<file path="config.mk">
export PLATFORM = sky130hd
export DESIGN_NAME = grid_neighbor_cell_lister
export DESIGN_NICKNAME = d
export VERILOG_FILES = /design/src/sv/gncl_pkg.sv /design/src/sv/grid_neighbor_cell_lister.sv
export SDC_FILE = /design/constraint.sdc
export NUM_CORES = 1
export LEC_CHECK = 0
export BUFFER_PORTS_ARGS = -buffer_cell sky130_fd_sc_hd__buf_2
export CORE_ASPECT_RATIO = 0.7
export CORE_MARGIN = 10
export CORE_UTILIZATION = 30
export CTS_CLUSTER_SIZE = 30
export DETAILED_ROUTE_END_ITERATION = 8
export PLACE_DENSITY_LB_ADDON = 0.12
export SYNTH_ARGS = -nofsm -noshare
export SYNTH_HDL_FRONTEND = slang
export SYNTH_SLANG_ARGS = --single-unit
</file>
<file path="constraint.sdc">
create_clock -name clk -period 14.3 [get_ports clk]
set_clock_uncertainty 0.2 [all_clocks]
set_input_delay 0.715 -clock clk [delete_from_list [all_inputs] [get_ports clk]]
set_output_delay 0.715 -clock clk [all_outputs]
set_load 0.03 [all_outputs]
</file>
<file path="src/sv/gncl_pkg.sv">
// ----------------------------------------------------------------------------
// gncl_pkg: shared types and constants of the grid neighbour cell lister
// Command and status codes, heading tables and the slot list builder.
// ----------------------------------------------------------------------------
package gncl_pkg;

	// Field widths fixed by the interface.
	localparam int PW       = 14;
	localparam int HW       = 3;
	localparam int NSLOT    = 8;
	localparam int CW       = 4;
	localparam int DIM_W    = 8;
	localparam int MAX_GRID_DEF = 128;
	localparam logic [DIM_W-1:0] DIM_RESET = 8'd69;

	// Command codes.
	localparam logic [1:0] CMD_ALL    = 2'd0;
	localparam logic [1:0] CMD_AHEAD  = 2'd1;
	localparam logic [1:0] CMD_BEHIND = 2'd2;
	localparam logic [1:0] CMD_UNUSED = 2'd3;

	// Result status codes.
	typedef enum logic [1:0] {
		ST_OK          = 2'd0,
		ST_EMPTY       = 2'd1,
		ST_BAD_HEADING = 2'd2,
		ST_OUTSIDE     = 2'd3
	} status_t;

	// Register indexes.
	localparam logic REG_WIDTH  = 1'b0;
	localparam logic REG_HEIGHT = 1'b1;

	typedef logic [HW-1:0] head_t;

	// Headings that step in each direction, one bit per heading.
	localparam logic [NSLOT-1:0] EAST_MASK  = 8'b0000_1110;
	localparam logic [NSLOT-1:0] WEST_MASK  = 8'b1110_0000;
	localparam logic [NSLOT-1:0] NORTH_MASK = 8'b1000_0011;
	localparam logic [NSLOT-1:0] SOUTH_MASK = 8'b0011_1000;

	// Heading lists for the cells ahead and behind, visited in this order.
	localparam head_t AHEAD_LIST [0:7][0:4] = '{
		'{3'd7, 3'd0, 3'd1, 3'd0, 3'd0}, '{3'd7, 3'd0, 3'd1, 3'd2, 3'd3},
		'{3'd3, 3'd2, 3'd1, 3'd0, 3'd0}, '{3'd5, 3'd4, 3'd3, 3'd2, 3'd1},
		'{3'd5, 3'd4, 3'd3, 3'd0, 3'd0}, '{3'd7, 3'd6, 3'd5, 3'd4, 3'd3},
		'{3'd7, 3'd6, 3'd5, 3'd0, 3'd0}, '{3'd5, 3'd6, 3'd7, 3'd0, 3'd1}
	};
	localparam head_t BEHIND_LIST [0:7][0:4] = '{
		'{3'd5, 3'd4, 3'd3, 3'd0, 3'd0}, '{3'd7, 3'd6, 3'd5, 3'd4, 3'd3},
		'{3'd7, 3'd6, 3'd5, 3'd0, 3'd0}, '{3'd5, 3'd6, 3'd7, 3'd0, 3'd1},
		'{3'd7, 3'd0, 3'd1, 3'd0, 3'd0}, '{3'd3, 3'd2, 3'd1, 3'd0, 3'd7},
		'{3'd3, 3'd2, 3'd1, 3'd0, 3'd0}, '{3'd5, 3'd4, 3'd3, 3'd2, 3'd1}
	};
	localparam logic [CW-1:0] LIST_LEN [0:7] = '{
		4'd3, 4'd5, 4'd3, 4'd5, 4'd3, 4'd5, 4'd3, 4'd5
	};

	// Ordered heading slots of one request and how many of them are used.
	typedef struct packed {
		logic [NSLOT-1:0][HW-1:0] head;
		logic [CW-1:0]            count;
	} slots_t;

	// The part of a word that travels down the pipeline; only its status can change on the way.
	typedef struct packed {
		logic [PW-1:0] pos;
		status_t       err;
		slots_t        sl;
	} item_t;

	// Builds the slot list for a command and heading.
	function automatic slots_t list_slots(input logic [1:0] cmd, input head_t dir);
		slots_t r;
		r.count = 4'(NSLOT);
		for (int i = 0; i < NSLOT; i++) begin
			r.head[i] = 3'(i);
		end
		case (cmd)
			CMD_AHEAD: begin
				r.count = LIST_LEN[dir];
				for (int i = 0; i < 5; i++) begin
					r.head[i] = AHEAD_LIST[dir][i];
				end
			end
			CMD_BEHIND: begin
				r.count = LIST_LEN[dir];
				for (int i = 0; i < 5; i++) begin
					r.head[i] = BEHIND_LIST[dir][i];
				end
			end
			default: begin
				r.count = 4'(NSLOT);
			end
		endcase
		return r;
	endfunction

endpackage

</file>
<file path="src/sv/grid_neighbor_cell_lister.sv">
// ----------------------------------------------------------------------------
// grid_neighbor_cell_lister: lists the in-grid neighbours of one cell
// Pipelined index split, bounds test and serial emission of neighbour words.
// ----------------------------------------------------------------------------
// Usage
// A request word (command, position, direction) is taken on the req channel
// when req_valid and req_ready are both high. Each request gives a run of one
// to eight result words on the rsp channel, the final one marked by last;
// an error or an empty list gives a single word carrying the status code.
// Grid width and height are set through the APB port at addresses 0 and 4;
// the user must write them only while the block is idle, which the block
// itself does not enforce. pready is always high. A request passes the
// decode register, loaded at the accepting edge, fourteen restoring divider
// stages that split the index into row and column, one bounds stage and
// the output register. Throughput: the pipeline takes a word in every
// cycle unless a stall holds it; the output register sends one result per
// cycle while rsp_ready is high, holding a request until all its results
// (1 to 8) are sent, and that register sets the sustained rate.
// Reset clears all valid bits and sets both grid sizes to 69.
// When the receiver stalls, the result holds and the stages fill up one by
// one, bubbles closing, until req_ready falls; nothing is lost or repeated.
// ----------------------------------------------------------------------------
module grid_neighbor_cell_lister
	import gncl_pkg::*;
#(
	parameter int MAX_GRID = MAX_GRID_DEF
) (
	input  logic                 clk,
	input  logic                 arst_n,
	// Request channel
	input  logic                 req_valid,
	output logic                 req_ready,
	input  logic [1:0]           command,
	input  logic [PW-1:0]        position,
	input  logic [3:0]           direction,
	// Result channel
	output logic                 rsp_valid,
	input  logic                 rsp_ready,
	output logic [PW-1:0]        neighbor_index,
	output logic [1:0]           status,
	output logic                 last,
	// Configuration port
	input  logic                 psel,
	input  logic                 penable,
	input  logic                 pwrite,
	input  logic [2:0]           paddr,
	input  logic [31:0]          pwdata,
	output logic [31:0]          prdata,
	output logic                 pready
);

	localparam int DW   = $clog2(MAX_GRID + 1);
	localparam int YW   = PW + 1;
	localparam int NDIV = PW;

	// Clamps a grid size to the supported range.
	function automatic logic [DW-1:0] clamp_dim(input logic [DIM_W-1:0] v);
		if (v < DIM_W'(2)) begin
			return DW'(2);
		end else if (32'(v) > MAX_GRID) begin
			return DW'(MAX_GRID);
		end
		return DW'(v);
	endfunction

	// Configuration registers.
	logic [DIM_W-1:0] width_q, height_q;
	logic [DW-1:0]    gw, gh;

	assign pready = 1'b1;

	always_ff @(posedge clk or negedge arst_n) begin
		if (!arst_n) begin
			width_q  <= DIM_RESET;
			height_q <= DIM_RESET;
		end else if (psel && penable && pwrite) begin
			if (paddr[2] == REG_WIDTH) begin
				width_q <= pwdata[DIM_W-1:0];
			end else begin
				height_q <= pwdata[DIM_W-1:0];
			end
		end
	end

	assign prdata = (paddr[2] == REG_WIDTH) ? 32'(width_q) : 32'(height_q);
	assign gw = clamp_dim(width_q);
	assign gh = clamp_dim(height_q);

	// Stage enables: a stage moves when it is empty or its successor moves.
	logic            en_s1, en_s3, en_em;
	logic [NDIV-1:0] en_s2;

	// Stage 1: register the request, check the heading, build slots.
	logic  v_s1;
	item_t it_s1;
	status_t err_in;

	always_comb begin
		if (command == CMD_UNUSED || (command != CMD_ALL && direction[3])) begin
			err_in = ST_BAD_HEADING;
		end else begin
			err_in = ST_OK;
		end
	end

	assign req_ready = en_s1;
	assign en_s1 = !v_s1 || en_s2[0];

	always_ff @(posedge clk or negedge arst_n) begin
		if (!arst_n) begin
			v_s1 <= 1'b0;
		end else if (en_s1) begin
			v_s1 <= req_valid;
		end
	end

	always_ff @(posedge clk) begin
		if (en_s1) begin
			it_s1.pos <= position;
			it_s1.err <= err_in;
			it_s1.sl  <= list_slots(command, direction[HW-1:0]);
		end
	end

	// Stage 2: restoring divider, one quotient bit per stage, giving row
	// (quotient) and column (remainder) of the index.
	logic            v_s2   [NDIV];
	item_t           it_s2  [NDIV];
	logic [DW-1:0]   rem_s2 [NDIV];
	logic [PW-1:0]   quo_s2 [NDIV];

	for (genvar k = 0; k < NDIV; k++) begin : g_div
		logic          v_in;
		item_t         it_in;
		logic [DW-1:0] rem_in;
		logic [PW-1:0] quo_in;
		logic [DW:0]   trial;
		logic          ge;

		if (k == 0) begin : g_first
			assign v_in   = v_s1;
			assign it_in  = it_s1;
			assign rem_in = '0;
			assign quo_in = '0;
		end else begin : g_next
			assign v_in   = v_s2[k-1];
			assign it_in  = it_s2[k-1];
			assign rem_in = rem_s2[k-1];
			assign quo_in = quo_s2[k-1];
		end

		if (k == NDIV - 1) begin : g_en_last
			assign en_s2[k] = !v_s2[k] || en_s3;
		end else begin : g_en_mid
			assign en_s2[k] = !v_s2[k] || en_s2[k+1];
		end

		assign trial = {rem_in, it_in.pos[PW-1-k]};
		assign ge    = trial >= {1'b0, gw};

		always_ff @(posedge clk or negedge arst_n) begin
			if (!arst_n) begin
				v_s2[k] <= 1'b0;
			end else if (en_s2[k]) begin
				v_s2[k] <= v_in;
			end
		end

		always_ff @(posedge clk) begin
			if (en_s2[k]) begin
				it_s2[k]  <= it_in;
				rem_s2[k] <= ge ? DW'(trial - {1'b0, gw}) : DW'(trial);
				quo_s2[k] <= {quo_in[PW-2:0], ge};
			end
		end
	end

	// Stage 3: position check, bounds test and index of the neighbour in
	// each heading.
	logic                     v_s3;
	item_t                    it_s3;
	item_t                    it_nx;
	logic [NSLOT-1:0]         ok_s3;
	logic [NSLOT-1:0][PW-1:0] idx_s3;
	logic [NSLOT-1:0]         ok_nx;
	logic [NSLOT-1:0][PW-1:0] idx_nx;
	logic [DW-1:0]            col;
	logic [PW-1:0]            row, base, wp;
	logic                     at_east, at_west, at_north, at_south;
	logic                     outside;

	assign col      = rem_s2[NDIV-1];
	assign row      = quo_s2[NDIV-1];
	assign base     = it_s2[NDIV-1].pos;
	assign wp       = PW'(gw);
	assign at_east  = col == gw - DW'(1);
	assign at_west  = col == '0;
	assign at_north = row == '0;
	assign at_south = YW'(row) + YW'(1) >= YW'(gh);
	assign outside  = YW'(row) >= YW'(gh);

	// An index whose row lies past the last row is outside the grid; a bad
	// heading found earlier takes precedence.
	always_comb begin
		it_nx = it_s2[NDIV-1];
		if (it_nx.err == ST_OK && outside) begin
			it_nx.err = ST_OUTSIDE;
		end
	end

	always_comb begin
		for (int h = 0; h < NSLOT; h++) begin
			ok_nx[h] = !(EAST_MASK[h] && at_east) && !(WEST_MASK[h] && at_west) &&
			           !(NORTH_MASK[h] && at_north) && !(SOUTH_MASK[h] && at_south);
			idx_nx[h] = base + (EAST_MASK[h] ? PW'(1) : '0) - (WEST_MASK[h] ? PW'(1) : '0)
			          + (SOUTH_MASK[h] ? wp : '0) - (NORTH_MASK[h] ? wp : '0);
		end
	end

	assign en_s3 = !v_s3 || en_em;

	always_ff @(posedge clk or negedge arst_n) begin
		if (!arst_n) begin
			v_s3 <= 1'b0;
		end else if (en_s3) begin
			v_s3 <= v_s2[NDIV-1];
		end
	end

	always_ff @(posedge clk) begin
		if (en_s3) begin
			it_s3  <= it_nx;
			ok_s3  <= ok_nx;
			idx_s3 <= idx_nx;
		end
	end

	// Output register: put the headings in slot order, then send the
	// marked slots one word per cycle while rsp_ready is high, lowest slot first.
	logic                     em_valid_q;
	logic [NSLOT-1:0]         em_mask_q;
	logic [NSLOT-1:0][PW-1:0] em_idx_q;
	status_t                  em_st_q;
	logic [NSLOT-1:0]         slot_ok, ld_mask, rest_mask;
	logic [NSLOT-1:0][PW-1:0] ld_idx;
	status_t                  ld_st;
	logic [HW-1:0]            sel;
	logic                     one_left;

	always_comb begin
		for (int j = 0; j < NSLOT; j++) begin
			slot_ok[j] = ok_s3[it_s3.sl.head[j]] && (CW'(j) < it_s3.sl.count);
		end
		if (it_s3.err != ST_OK) begin
			ld_st = it_s3.err;
		end else if (slot_ok == '0) begin
			ld_st = ST_EMPTY;
		end else begin
			ld_st = ST_OK;
		end
		ld_mask = (ld_st == ST_OK) ? slot_ok : NSLOT'(1);
		for (int j = 0; j < NSLOT; j++) begin
			ld_idx[j] = (ld_st == ST_OK) ? idx_s3[it_s3.sl.head[j]] : '0;
		end
	end

	// Lowest marked slot.
	always_comb begin
		sel = '0;
		for (int j = NSLOT - 1; j >= 0; j--) begin
			if (em_mask_q[j]) begin
				sel = 3'(j);
			end
		end
	end

	assign rest_mask = em_mask_q & (em_mask_q - NSLOT'(1));
	assign one_left  = rest_mask == '0;
	assign en_em     = !em_valid_q || (rsp_ready && one_left);

	always_ff @(posedge clk or negedge arst_n) begin
		if (!arst_n) begin
			em_valid_q <= 1'b0;
		end else if (en_em) begin
			em_valid_q <= v_s3;
		end
	end

	always_ff @(posedge clk) begin
		if (en_em) begin
			em_mask_q <= ld_mask;
			em_idx_q  <= ld_idx;
			em_st_q   <= ld_st;
		end else if (rsp_ready) begin
			em_mask_q <= rest_mask;
		end
	end

	assign rsp_valid      = em_valid_q;
	assign neighbor_index = em_idx_q[sel];
	assign status         = em_st_q;
	assign last           = one_left;

	// An error or empty result is a single word with a zero index.
	assert property (@(posedge clk) disable iff (!arst_n)
		(rsp_valid && status != ST_OK) |-> (last && neighbor_index == '0))
	else $error("error result is not a lone zero word");

	// A held result word always has at least one slot left to send.
	assert property (@(posedge clk) disable iff (!arst_n)
		em_valid_q |-> ($countones(em_mask_q) > 0))
	else $error("result register valid with no slot left");

	// A word stalled at the output keeps its index and status.
	assert property (@(posedge clk) disable iff (!arst_n)
		(rsp_valid && !rsp_ready) |=> ($stable(neighbor_index) && $stable(status)))
	else $error("stalled result changed");

	// A word in the decode stage that cannot move blocks the request side.
	assert property (@(posedge clk) disable iff (!arst_n)
		(v_s1 && !en_s2[0]) |-> !req_ready)
	else $error("request taken while decode stage is blocked");

endmodule
</file>
Yosys cells after proc, flatten, opt, wreduce, memory -nomap -nowiden
Memory sizes are Yosys's and may differ from the RTL's. A register that Yosys moved wholly into a read port is not among the register bits.
Index checks and enable logic that the tools add are counted.
{ "word_totals": {"regBits": 336, "ramBits": 924, "romBits": 272, "output_inout_bits": 52, "elab_cells": 306, "mem_count": 6} }
{ "classes": {"add_sub_neg": 25, "order_cmp": 38, "n_eq_ne": 4, "n_mux": 106, "n_bitwise": 3, "reduce_logical": 69} }
{ "memory_table": {"columns": ["name", "depth", "word_bits", "read_ports", "rd_clocked_by_memory_dff", "wr", "line_no", "text"], "rows": [
  ["it_s2", 14, 44, 14, 0, 14, "grid_neighbor_cell_lister.sv:128", "item_t it_s2 [NDIV];"],
  ["quo_s2", 14, 14, 14, 0, 14, "grid_neighbor_cell_lister.sv:130", "logic [PW-1:0] quo_s2 [NDIV];"],
  ["(name not given)", 8, 15, 1, 0, 0, "gncl_pkg.sv:89", "r.head[i] = BEHIND_LIST[dir][i];"],
  ["(name not given)", 8, 15, 1, 0, 0, "gncl_pkg.sv:83", "r.head[i] = AHEAD_LIST[dir][i];"],
  ["rem_s2", 14, 8, 14, 0, 14, "grid_neighbor_cell_lister.sv:129", "logic [DW-1:0] rem_s2 [NDIV];"],
  ["(name not given)", 8, 4, 1, 1, 0, "gncl_pkg.sv:87", "r.count = LIST_LEN[dir];"]
]} }
{ "ops": {"columns": ["cell", "count"], "rows": [
  ["14-bit binary-select mux with 3-bit select", 9],
  ["8-bit 2-to-1 mux", 24],
  ["14-bit 2-to-1 mux", 9],
  ["9-bit by 8-bit >= comparator with 1-bit output", 13],
  ["8-bit subtractor", 13],
  ["15-bit 2-to-1 mux", 4],
  ["14-bit by 8-bit adder with 14-bit output", 3],
  ["14-bit by 8-bit subtractor with 14-bit output", 3],
  ["1-bit 2-to-1 mux", 41],
  ["3-bit by 4-bit less-than comparator with 1-bit output, second input constant", 9],
  ["15-bit case mux with 2 select lines", 1],
  ["1-bit binary-select mux with 3-bit select", 8],
  ["8-bit logical NOT", 3],
  ["3-bit 2-to-1 mux", 8],
  ["1-bit logical NOT", 22],
  ["1-bit logical OR", 18],
  ["1-bit logical AND", 17],
  ["8-bit > comparator, second input constant", 2],
  ["3-bit by 4-bit less-than comparator with 1-bit output, first input constant", 4],
  ["8-bit by 2-bit less-than comparator with 1-bit output, second input constant", 2],
  ["8-bit by 1-bit subtractor with 8-bit output, second input constant", 2],
  ["14-bit by 1-bit adder with 15-bit output, second input constant", 1],
  ["15-bit by 8-bit >= comparator with 1-bit output", 1],
  ["14-bit by 1-bit adder with 14-bit output, second input constant", 1],
  ["19 further kinds", 27]
]} }

Depth between registers and ports, before layout
Gate-level depths: netlist of the first run.
{ "depth": {"word_depth": 22, "mapped_depth": 13, "mapped_depth_nobuf": 12} }

Worst setup path before layout of the first run
No wires, ideal clock.
{ "synth_path": {"kind": "reg-to-output", "from": "register em_mask_q[2]", "to": "output req_ready", "t_arrival_ns": 6.087, "required_time_ns": 13.385, "setup_slack_ns": 7.298, "stages_incl_launch_ff": 8, "path_buffers": 1, "cell_sequence": "edfxtp_1 clkbuf_1 or4_1 nor3_1 o311ai_2 nand2_1 nor2_1 nand3_1"} }
{ "synth_via": {"elab_chain_len": 21} }
{ "synth_lines": {"columns": ["element", "line_no", "text"], "rows": [
  ["from (decl)", "grid_neighbor_cell_lister.sv:241", "logic [NSLOT-1:0] em_mask_q;"],
  ["from (signal assigned)", "grid_neighbor_cell_lister.sv:291", "em_mask_q <= ld_mask;"],
  ["from (signal assigned)", "grid_neighbor_cell_lister.sv:295", "em_mask_q <= rest_mask;"],
  ["8-bit by 1-bit subtractor with 8-bit output", "grid_neighbor_cell_lister.sv:277", "assign rest_mask = em_mask_q & (em_mask_q - NSLOT'(1));"],
  ["8-bit AND *", "grid_neighbor_cell_lister.sv:277", null],
  ["8-bit logical NOT *", "grid_neighbor_cell_lister.sv:278", "assign one_left = rest_mask == '0;"],
  ["1-bit logical AND *", "grid_neighbor_cell_lister.sv:279", "assign en_em = !em_valid_q || (rsp_ready && one_left);"],
  ["1-bit logical OR *", "grid_neighbor_cell_lister.sv:279", null],
  ["1-bit logical OR *", "grid_neighbor_cell_lister.sv:220", "assign en_s3 = !v_s3 || en_em;"],
  ["named net en_s3", "grid_neighbor_cell_lister.sv:90", "logic en_s1, en_s3, en_em;"],
  ["1-bit logical OR *", "grid_neighbor_cell_lister.sv:153", "assign en_s2[k] = !v_s2[k] || en_s3;"],
  ["1-bit logical OR * (13 in series)", "grid_neighbor_cell_lister.sv:155", "assign en_s2[k] = !v_s2[k] || en_s2[k+1];"],
  ["1-bit logical OR *", "grid_neighbor_cell_lister.sv:107", "assign en_s1 = !v_s1 || en_s2[0];"],
  ["to (decl)", "grid_neighbor_cell_lister.sv:32", "output logic req_ready,"]
]} }
Mark *: on every way through the listed nets, which the timed path passes. The rest lies on a longest branch.

==> results of run 1 <==
## power breakdown
| group | total, W | leakage [nW] | internal (W) | switching, W |
|---|---|---|---|---|
| Combinational | 0.00127 | 7.36 | 0.000510 | 0.000765 |
| Sequential | 0.00336 | 8.97 | 0.00330 | 0.0000566 |
| Clock | 0.00273 | 1.66 | 0.00158 | 0.00115 |
## flip-flops by register name, indices dropped and copies added (netlist names)
register and cells:
it_s2 448, rem_s2 112, em_idx_q 111, idx_s3 107, quo_s2 105, g_div.it_in 32
it_s3 19, g_div.v_in 14, em_mask_q 8, height_q 8, ok_s3 8, width_q 8
status 2, rsp_valid 1, v_s2 1, v_s3 1
## through the flow
step / hold WS, ns / instance area [sq um]
final: 0.188 / 53000
after global routing: 0.148 / 53000
after CTS: 0.113 / 53000
after detailed placement: 0.205 / 49300
after global placement: 0.206 / 49300
after floorplan: 0.200 / 46500
## logic make-up (layout without fill, tap and decap cells)
kind of cell	count (synthesis)	after routing	synth area share, %
muxes	339	339	11.3
buffers and inverters	271	470	2.48
other	2	29	0.0162
adders and majority gates	201	201	5.71
AOI/OAI and AO/OA	482	482	7.55
DFF	985	985	63.4
xor gates and xnor gates	117	117	2.21
and+or+nand+nor	673	673	7.35
## worst paths after layout
kind,from,end,slack (ns),cells past startpoint
min in group asynchronous,arst_n,width_q[3],0.46,2
hold / removal,direction[0],g_div[0].it_in[1],0.19,2
setup / recovery,width_q[4],idx_s3[68],8.48,13
hold reg to reg,quo_s2[1][34],quo_s2[1][49],0.21,0
setup reg to reg,width_q[4],idx_s3[68],8.48,13
max in group asynchronous,arst_n,height_q[1],12.84,2
## metal layers
| layer | share of wire (%) | vias up | global-route usage [%] |
|---|---|---|---|
| li1 | - | 12144 | - |
| met1 | 51 | 13280 | 19.4 |
| met2 | 42 | 594 | 18.9 |
| met3 | 4.4 | 192 | 2.19 |
| met4 | 2.9 | 0 | 3.94 |
| met5 | 0 | - | 0 |
## critical path, cell delays in order (launching register included)
cell and delay [ns]:
dfrtp_1 0.36, buf_4 0.19, or4_1 0.59, o311ai_1 0.53, inv_1 0.63, ha_1 0.54, inv_1 0.19, fa_1 0.31
o21bai_1 0.12, a21oi_1 0.27, o21bai_1 0.14, a2111oi_0 1.10, nor3_1 0.15, xor2_1 0.20
## repair_timing
item | CTS | global route
gates resized for setup | 0 | 0
hold buffers | 25 | 0
hold endpoints to repair | 59 | 0
## cells in the final DEF, fill, tap and decap left out, types with 22 or more instances in the layout
cell type / n
or2_2: 31
buf_2: 62
a21o_1: 23
conb_1: 28
clkinv_1: 25
xor2_1: 39
xnor2_1: 78
edfxtp_1: 952
a21oi_1: 49
mux4_2: 140
a211oi_1: 71
nand4_1: 40
nor2b_1: 55
mux2_2: 89
o31a_1: 23
dfrtp_1: 27
ha_1: 180
nand3_1: 43
o21ai_0: 97
nor2_1: 231
nor3_1: 44
o21a_1: 80
nand2b_1: 22
and2_1: 42
inv_1: 131
a21boi_0: 31
mux2i_1: 110
clkbuf_1: 23
buf_4: 50
dlygate4sd3_1: 25
clkbuf_16: 104
nand2_1: 67
## final cells by class
| type | count | area (sq um) | area share (%) |
|---|---|---|---|
| flip-flops and latches | 985 | 29400 | 55.5 |
| multi-input cells | 1840 | 16100 | 30.3 |
| clock buffers | 130 | 2730 | 5.15 |
| well taps | 2074 | 2590 | 4.90 |
| repair buffers | 137 | 936 | 1.77 |
| clock inverters | 66 | 737 | 1.39 |
| inverters | 137 | 517 | 0.975 |
| diodes | 1 | 2.50 | 0.00472 |
==> summary.md, run 1 <==
| Metric | Value |
|---|---|
| Largest net degree at the start of global routing | `65` |
| Most frequent cell after synthesis | `edfxtp_1` |
| Area Growth Syn to Fin | `14.1%` |
| Place WS | `8.49 ns` |
| Final hold vios | `0` |
| Peak supply drop | `0.0936 mV` |
| Total chip power | `0.00736 W` |
| Placed cells | `5148` |
| Routed via count | `26210` |
| Post-route setup TNS | `0 ns` |
| Largest cells by area after synthesis | `edfxtp_1, mux4_2, ha_1` |
| Total global routing overflow | `0` |
| Achievable frequency | `172 MHz` |
| Number of clock sinks | `985` |
| Post-synthesis async set-or-reset flop share | `3.35%` |
| Antenna violations before repair | `9` |
| Filler cells | `14607` |
| Post-synth EDFFs | `952` |
| Synth Flop Type | `edfxtp_1` |
| Mapped Cells | `3070` |
| Synth top cells by count | `edfxtp_1, nor2_1, ha_1, mux4_2, inv_1` |
| Routability cong. | `0.839` |
| Vias per cell | `4.88` |
| Yosys reg bits | `985` |
| Crit Path Max Fanout | `16` |
| Core Box Area | `153000 sq um` |
| Syn Std Cell Area | `46400 sq um` |
| Pin slew with the least headroom to its limit | `1.29 ns` |
| Distinct cells, synth | `74` |
| Wirelength per Cell | `21.0 um` |
| Leakage | `18.0 nW` |
| Fraction of layout cells with a size suffix above 1 | `17.9%` |
| Residual DRC | `0` |
| CP required | `14.55 ns` |
| Post-route antenna net violation count | `0` |
| RSZ-0062 raised after global routing | `false` |
| Critical Path AT | `6.07 ns` |
| Final Cycle Share | `40.7%` |
| Synth top area share | `61.6%` |
| Sequential fraction of the synthesis area | `63.4%` |
| Status | `finished, final reports clean` |
| Slew Limit Fails | `0` |
| H-tree levels | `3` |
| Worst-path clk slew | `0.07 ns` |
| Gr usage total | `12.9%` |
| HPWL Detailed | `78100 um` |
| Starting DRT DRC Count | `1901` |
| Vias in the first global route | `27055` |
| Hold WC Path Type | `in2reg` |
| TritonRoute pass-1 iters | `5` |
| Site row count | `120` |
| Power per cell area | `139 nW/um^2` |
| CP Class | `reg2reg` |
| Port Buffer Count | `62` |
| Nets | `3466` |
| Die area | `171000 sq um` |
| End-of-flow core utilization | `34.6%` |
| Initial Util | `30.3%` |
| Die Ht | `349 um` |
| Avg Cell Area, Syn | `15.1 sq um` |
| CTS Buffer Depth | `3` |
| Post-route minimum period | `5.82 ns` |
| Crit start category | `flip-flop` |
| Max-capacitance violation count | `0` |
| Root Buffer | `clkbuf_16` |
| CP Capture Type | `flip-flop` |
| Latest clock arrival within the worst-skew pair | `0.73 ns` |
| Number of buffers created by CTS | `104` |
| Post-route insts no fill | `5370` |
| Post-CTS setup buffers | `0` |
| First-pass GRT wire length | `171000 um` |
| Die W | `490 um` |
| Final wirelength | `113000 um` |
| TritonCTS clock tree | `built` |
| Area leader, netlist | `edfxtp_1` |
| Rel. slew slack | `11.9%` |
| Setup ws final | `8.48 ns` |
| Final count of negative-setup-slack endpoints | `0` |
| Number of synthesis warnings | `0` |
| Io pins | `114` |
(Power assumes the default switching activity.)
==> run 2, diff against run 1 <==
==> constraint.sdc (replaced) <==
create_clock -name clk -period 5.08 [get_ports clk]
set_clock_uncertainty 0.2 [all_clocks]
set_input_delay 0.254 -clock clk [delete_from_list [all_inputs] [get_ports clk]]
set_output_delay 0.254 -clock clk [all_outputs]
set_load 0.03 [all_outputs]
==> run 2 against run 1 <==
Net effect:
- non-clock buffer count up 51
- utilization up 0.38 points
- die area unchanged
- via count up 0.36%
- sequential cell count unchanged
- final cell count up 0.95%
- power rose to 2.8 times the previous value
- first-iteration DRC count down 5.9%
==> summary.md, run 2 (same netlist as run 1, synthesis figures left out) <==
| Metric | Value |
|---|---|
| Slew Limit Fails | `0 (unchanged)` |
| First-pass GRT wire length | `171000 um (-0.21%)` |
| Core Box Area | `153000 sq um (unchanged)` |
| Routability cong. | `0.847 (+0.98%)` |
| HPWL Detailed | `78100 um (about the same)` |
| CP required | `5.32 ns (-9.23 ns)` |
| Latest clock arrival within the worst-skew pair | `0.72 ns (about the same)` |
| Met2 Track Usage GR | `18.5% (-0.36 points)` |
| Vias in the first global route | `26877 (-0.66%)` |
| Critical Path AT | `4.91 ns (-1.16 ns)` |
| Root Buffer | `clkbuf_16` |
| Crit Path Max Fanout | `4 (-12)` |
| Site row count | `120 (unchanged)` |
| Achievable frequency | `214 MHz (+25%)` |
| Nets | `3516 (+1.4%)` |
| Antenna violations before repair | `11 (+2)` |
| Most Crowded Layer GR | `met1` |
| Max-capacitance violation count | `0 (unchanged)` |
| Post-CTS setup buffers | `0 (unchanged)` |
| Max reg flops | `448 (unchanged)` |
| Die W | `490 um (unchanged)` |
| Post-route antenna net violation count | `0 (unchanged)` |
| Largest reg by FF count | `it_s2` |
| H-tree levels | `3 (unchanged)` |
| TritonRoute pass-1 iters | `5 (unchanged)` |
| Cells resized by post-CTS repair | `0 (unchanged)` |
| Die Ht | `349 um (unchanged)` |
| End-of-flow core utilization | `35.0% (+0.38 points)` |
| Initial Util | `30.3% (unchanged)` |
| Port Buffer Count | `62 (unchanged)` |
| Die area | `171000 sq um (unchanged)` |
| Fraction of layout cells with a size suffix above 1 | `18.9% (+1.0 points)` |
| Grt met1 use | `19.5% (+0.087 points)` |
| Number of clock sinks | `985 (unchanged)` |
| Hold WC Path Type | `in2reg` |
| Commonest non-fill, non-tap cell in the layout | `edfxtp_1` |
| Status | `finished, final reports clean` |
| Met3 global-route usage | `2.21% (+0.019 points)` |
| Peak supply drop | `0.260 mV (+180%)` |
| Area Growth Syn to Fin | `15.4%` |
| Pin slew with the least headroom to its limit | `0.998 ns (-0.289 ns)` |
| CTS Buffer Depth | `3 (unchanged)` |
| CP Class | `reg2reg` |
| Largest regs | `it_s2 (448), rem_s2 (112), em_idx_q (111)` |
| Final count of negative-setup-slack endpoints | `0 (unchanged)` |
| CP Capture Type | `flip-flop` |
| RSZ-0062 raised after global routing | `false` |
| Residual DRC | `0 (unchanged)` |
| Final wirelength | `112000 um (-0.96%)` |
| Leakage | `18.3 nW (+1.8%)` |
| Worst-path clk slew | `0.06 ns (about the same)` |
| Post-route minimum period | `4.67 ns (-1.15 ns)` |
| Total chip power | `0.0209 W (+180%)` |
| Rel. slew slack | `33.4% (+22 points)` |
| Largest net degree at the start of global routing | `136 (+110%)` |
| Final Cycle Share | `91.9% (+51 points)` |
| Number of buffers created by CTS | `103 (-0.96%)` |
| Final hold vios | `0 (unchanged)` |
| Total global routing overflow | `0 (unchanged)` |
| Vias per cell | `4.85 (-0.58%)` |
| Wirelength per Cell | `20.6 um (-1.9%)` |
| Routed via count | `26305 (+0.36%)` |
| Crit start category | `flip-flop` |
| Gr usage total | `12.9% (-0.077 points)` |
| Starting DRT DRC Count | `1789 (-5.9%)` |
| Post-route setup TNS | `0 ns (unchanged)` |
| Power per cell area | `390 nW/um^2 (+180%)` |
| TritonCTS clock tree | `built` |
| Most frequent cells in the layout | `edfxtp_1, nor2_1, ha_1` |
| Io pins | `114 (unchanged)` |
-- run 2: cell count changes in the layout (fill, tap and decap cells not counted), moves of 3 or more --
cell and change:
buf_4 +24, dlygate4sd3_1 +18, clkinv_1 -13, clkinv_2 +11, buf_12 +9, clkbuf_1 -3
-- run 2: final timing paths --
kind	cells past startpoint	startpoint	slack (ns)	endpoint
worst max-delay path	13	width_q[4]	0.41	idx_s3[64]
worst min-delay path	2	position[13]	0.07	g_div[0].it_in[43]
worst max register to register	13	width_q[4]	0.41	idx_s3[64]
worst min register to register	0	quo_s2[1][32]	0.20	quo_s2[1][47]
max in group asynchronous	4	arst_n	2.72	g_div[2].v_in
min in group asynchronous	3	arst_n	0.47	g_div[3].v_in
-- run 2: per-layer routing --
metal,vias up,routed length [um]
met5,-,0
met4,0,3280
met3,178,5060
met2,595,46200
met1,13302,57000
li1,12230,-
-- run 2: what timing repair did --
item | CTS | global route
hold buffers | 42 | 1
endpoints found under the setup margin | 0 | 0
hold endpoints to repair | 80 | 1
-- run 2: power by group --
part	internal [W]	switching [W]	leakage, nW
logic	0.00151	0.00218	7.63
registers	0.00929	0.000145	8.97
clock network	0.00449	0.00326	1.71
total	0.0153	0.00558	18.3
-- run 2: worst max-delay path: stages (launching register included) --
cell and delay (ns):
dfrtp_1 0.38, or4_1 0.63, o311ai_1 0.63, inv_1 0.22, ha_1 0.32, inv_1 0.17
fa_1 0.25, o21bai_1 0.10, a21oi_1 0.28, o21bai_1 0.14, a2111oi_0 0.62, buf_4 0.24
nor2_1 0.05, xor2_1 0.17
-- run 2: metrics by stage --
| step | std cells | hold WS (ns) | instance area [sq um] | setup slack (ns) |
|---|---|---|---|---|
| 3_5_place_dp | 5181 | 0.188 | 49600 | 0.537 |
| 3_3_place_gp | 5181 | 0.176 | 49600 | 0.590 |
| 4_1_cts | 5417 | 0.000225 | 53600 | 0.512 |
| 6_report | 5421 | 0.0693 | 53600 | 0.413 |
| 5_1_grt | 5418 | 0.0172 | 53600 | 0.217 |
| 2_1_floorplan | 3096 | -0.242 | 46500 | 0.193 |
-- run 2: cell type report --
cell class / count / area [sq um]
clock inverter: 65 / 746
fill: 14546 / 99700
multi-input combinational: 1840 / 16100
clock buffer: 129 / 2760
timing repair buffer: 188 / 1480
sequential: 985 / 29400
inverter: 137 / 517
tap: 2074 / 2590
antenna: 3 / 7.51
==> run 3, diff against run 2 <==
--- a/config.mk
+++ b/config.mk
@@ -6,6 +6,8 @@
 export NUM_CORES = 1
 export LEC_CHECK = 0
 export BUFFER_PORTS_ARGS = -buffer_cell sky130_fd_sc_hd__buf_2
+export CELL_PAD_IN_SITES_DETAIL_PLACEMENT = 0
+export CELL_PAD_IN_SITES_GLOBAL_PLACEMENT = 1
 export CORE_ASPECT_RATIO = 0.7
 export CORE_MARGIN = 10
 export CORE_UTILIZATION = 30
==> run 3 against run 2 <==
Net effect:
- non-clock buffer count increased by 7
- clock power grew 4.0%
- sequential share of layout area decreased by 0.17 points
- die area unchanged
- global-route usage increased by 0.56 points
- maximum frequency grew 0.19%
- wire length grew 4.7%
- critical path depth is 1 lower
- combinational power barely moved
- worst hold slack better by 0.045 ns
==> summary.md, run 3 (same netlist as run 1, synthesis figures left out) <==
| Metric | Value |
|---|---|
| Status | `finished, final reports clean` |
| Leakage | `18.3 nW (+0.24%)` |
| RSZ-0062 raised after global routing | `false` |
| Port Buffer Count | `62 (unchanged)` |
| Final hold vios | `0 (unchanged)` |
| Total chip power | `0.0212 W (+1.7%)` |
| Final wirelength | `117000 um (+4.7%)` |
| CTS Buffer Depth | `3 (unchanged)` |
| Sequential cell area | `29400 sq um (unchanged)` |
| CP Capture Type | `flip-flop` |
| Crit-path max cell delay | `0.74 ns (+0.11 ns)` |
| TritonRoute pass-1 iters | `6 (+1)` |
| Critical Path AT | `4.91 ns (about the same)` |
| Die W | `490 um (unchanged)` |
| Crit path max-delay family | `simple AND/OR/NAND/NOR gates` |
| Max-capacitance violation count | `0 (unchanged)` |
| Final count of negative-setup-slack endpoints | `0 (unchanged)` |
| Vias in the first global route | `26787 (-0.33%)` |
| Crit. Startpoint | `width_q[4]` |
| Root Buffer | `clkbuf_16` |
| Final Cycle Share | `91.7% (-0.17 points)` |
| Gr usage total | `13.4% (+0.56 points)` |
| Power per cell area | `395 nW/um^2 (+1.4%)` |
| Latest clock arrival within the worst-skew pair | `0.73 ns (about the same)` |
| Slew Limit Fails | `0 (unchanged)` |
| Filler cells | `14572 (+0.18%)` |
| Worst-path clk slew | `0.06 ns (about the same)` |
| Antenna violations before repair | `3 (-8)` |
| Number of clock sinks | `985 (unchanged)` |
| Worst Hold Launch | `rsp_ready` |
| WP buf/inv | `3 (unchanged)` |
| Nets | `3522 (+0.17%)` |
| CP Class | `reg2reg` |
| Post-CTS setup buffers | `0 (unchanged)` |
| TritonCTS clock tree | `built` |
| Total global routing overflow | `0 (unchanged)` |
| Routed via count | `26433 (+0.49%)` |
| Initial Util | `30.3% (unchanged)` |
| Fraction of layout cells with a size suffix above 1 | `18.8% (-0.088 points)` |
| Post-route setup TNS | `0 ns (unchanged)` |
| Rel. slew slack | `22.1% (-11 points)` |
| Achievable frequency | `215 MHz (+0.19%)` |
| Crit start category | `flip-flop` |
| Area Growth Syn to Fin | `15.7%` |
| HPWL Detailed | `80700 um (+3.3%)` |
| CP cell instances | `or4_1 > o311ai_1 > inv_1 > ha_1 > nor3b_1 > nor3_1 > o41ai_1 > buf_4 > o41ai_1 > buf_4 > nor4_1 > xnor2_1` |
| Routability cong. | `0.812 (-4.2%)` |
| Post-route antenna net violation count | `0 (unchanged)` |
| Max reg flops | `448 (unchanged)` |
| First-pass GRT wire length | `176000 um (+3.1%)` |
| Largest reg by FF count | `it_s2` |
| Crit Path Max Fanout | `6 (+2)` |
| Largest net degree at the start of global routing | `136 (unchanged)` |
| Most frequent cells in the layout | `edfxtp_1, nor2_1, ha_1` |
| H-tree levels | `3 (unchanged)` |
| Site row count | `120 (unchanged)` |
| Vias per cell | `4.87 (+0.43%)` |
| Die Ht | `349 um (unchanged)` |
| Die area | `171000 sq um (unchanged)` |
| Largest regs | `it_s2 (448), rem_s2 (112), em_idx_q (111)` |
| Pin slew with the least headroom to its limit | `1.17 ns (+0.170 ns)` |
| Residual DRC | `0 (unchanged)` |
| Peak supply drop | `0.256 mV (-1.5%)` |
| Hold WC Path Type | `in2reg` |
| Critical R2R Launch | `width_q[4]` |
| CP required | `5.34 ns (+0.02 ns)` |
| Number of buffers created by CTS | `102 (-0.97%)` |
| Wirelength per Cell | `21.5 um (+4.7%)` |
| Io pins | `114 (unchanged)` |
| Post-route minimum period | `4.66 ns (-0.00865 ns)` |
| Area of the multi-input gates | `16100 sq um (unchanged)` |
| Core Box Area | `153000 sq um (unchanged)` |
| Starting DRT DRC Count | `1956 (+9.3%)` |
| Cells resized by post-CTS repair | `0 (unchanged)` |
| CP max-delay cell | `o311ai_1` |
| Commonest non-fill, non-tap cell in the layout | `edfxtp_1` |
| End-of-flow core utilization | `35.1% (+0.11 points)` |
[run 3: layout make-up]
class / count / share of cell area (%)
multi-input cells: 1840 / 29.9
inverters: 137 / 0.962
well taps: 2074 / 4.83
clock inverters: 69 / 1.78
diodes: 1 / 0.00466
clock buffers: 123 / 4.98
flip-flops and latches: 985 / 54.7
repair buffers: 195 / 2.83
[run 3: what timing repair did]
item | CTS | global route
endpoints found under the hold margin | 80 | 0
hold buffers | 50 | 0
setup endpoints to repair | 0 | 0
[run 3: worst paths after layout]
check / end / slack [ns] / cells past startpoint
worst max-delay path: idx_s3[81] / 0.42 / 12
worst min-delay path: em_mask_q[1] / 0.11 / 2
worst max register to register: idx_s3[81] / 0.42 / 12
worst min register to register: it_s2[1][167] / 0.21 / 0
max in group asynchronous: g_div[9].v_in / 3.85 / 4
min in group asynchronous: width_q[6] / 0.59 / 3
[run 3: power by group]
group | leakage, nW | switching (W) | internal (W)
Sequential | 8.97 | 0.000155 | 0.00929
Clock | 1.74 | 0.00334 | 0.00472
Combinational | 7.64 | 0.00221 | 0.00151
Total | 18.3 | 0.00571 | 0.0155
[run 3: routing by layer]
metal / vias up / share of wire [%] / GRT usage (%)
li1: 12262 / - / -
met1: 13365 / 52 / 20.5
met2: 633 / 41 / 18.9
met3: 173 / 5.3 / 3.02
met4: 0 / 2.2 / 3.34
met5: - / 0 / 0
[run 3: per-stage QoR]
step	instance area (sq um)	instances	setup slack [ns]	hold slack (ns)
after detailed placement	49600	5181	0.451	0.205
final	53700	5424	0.422	0.115
after global routing	53700	5424	0.157	0.0464
after CTS	53700	5423	0.391	0.0209
after floorplan	46500	3096	0.193	-0.242
after global placement	49600	5181	0.473	0.205
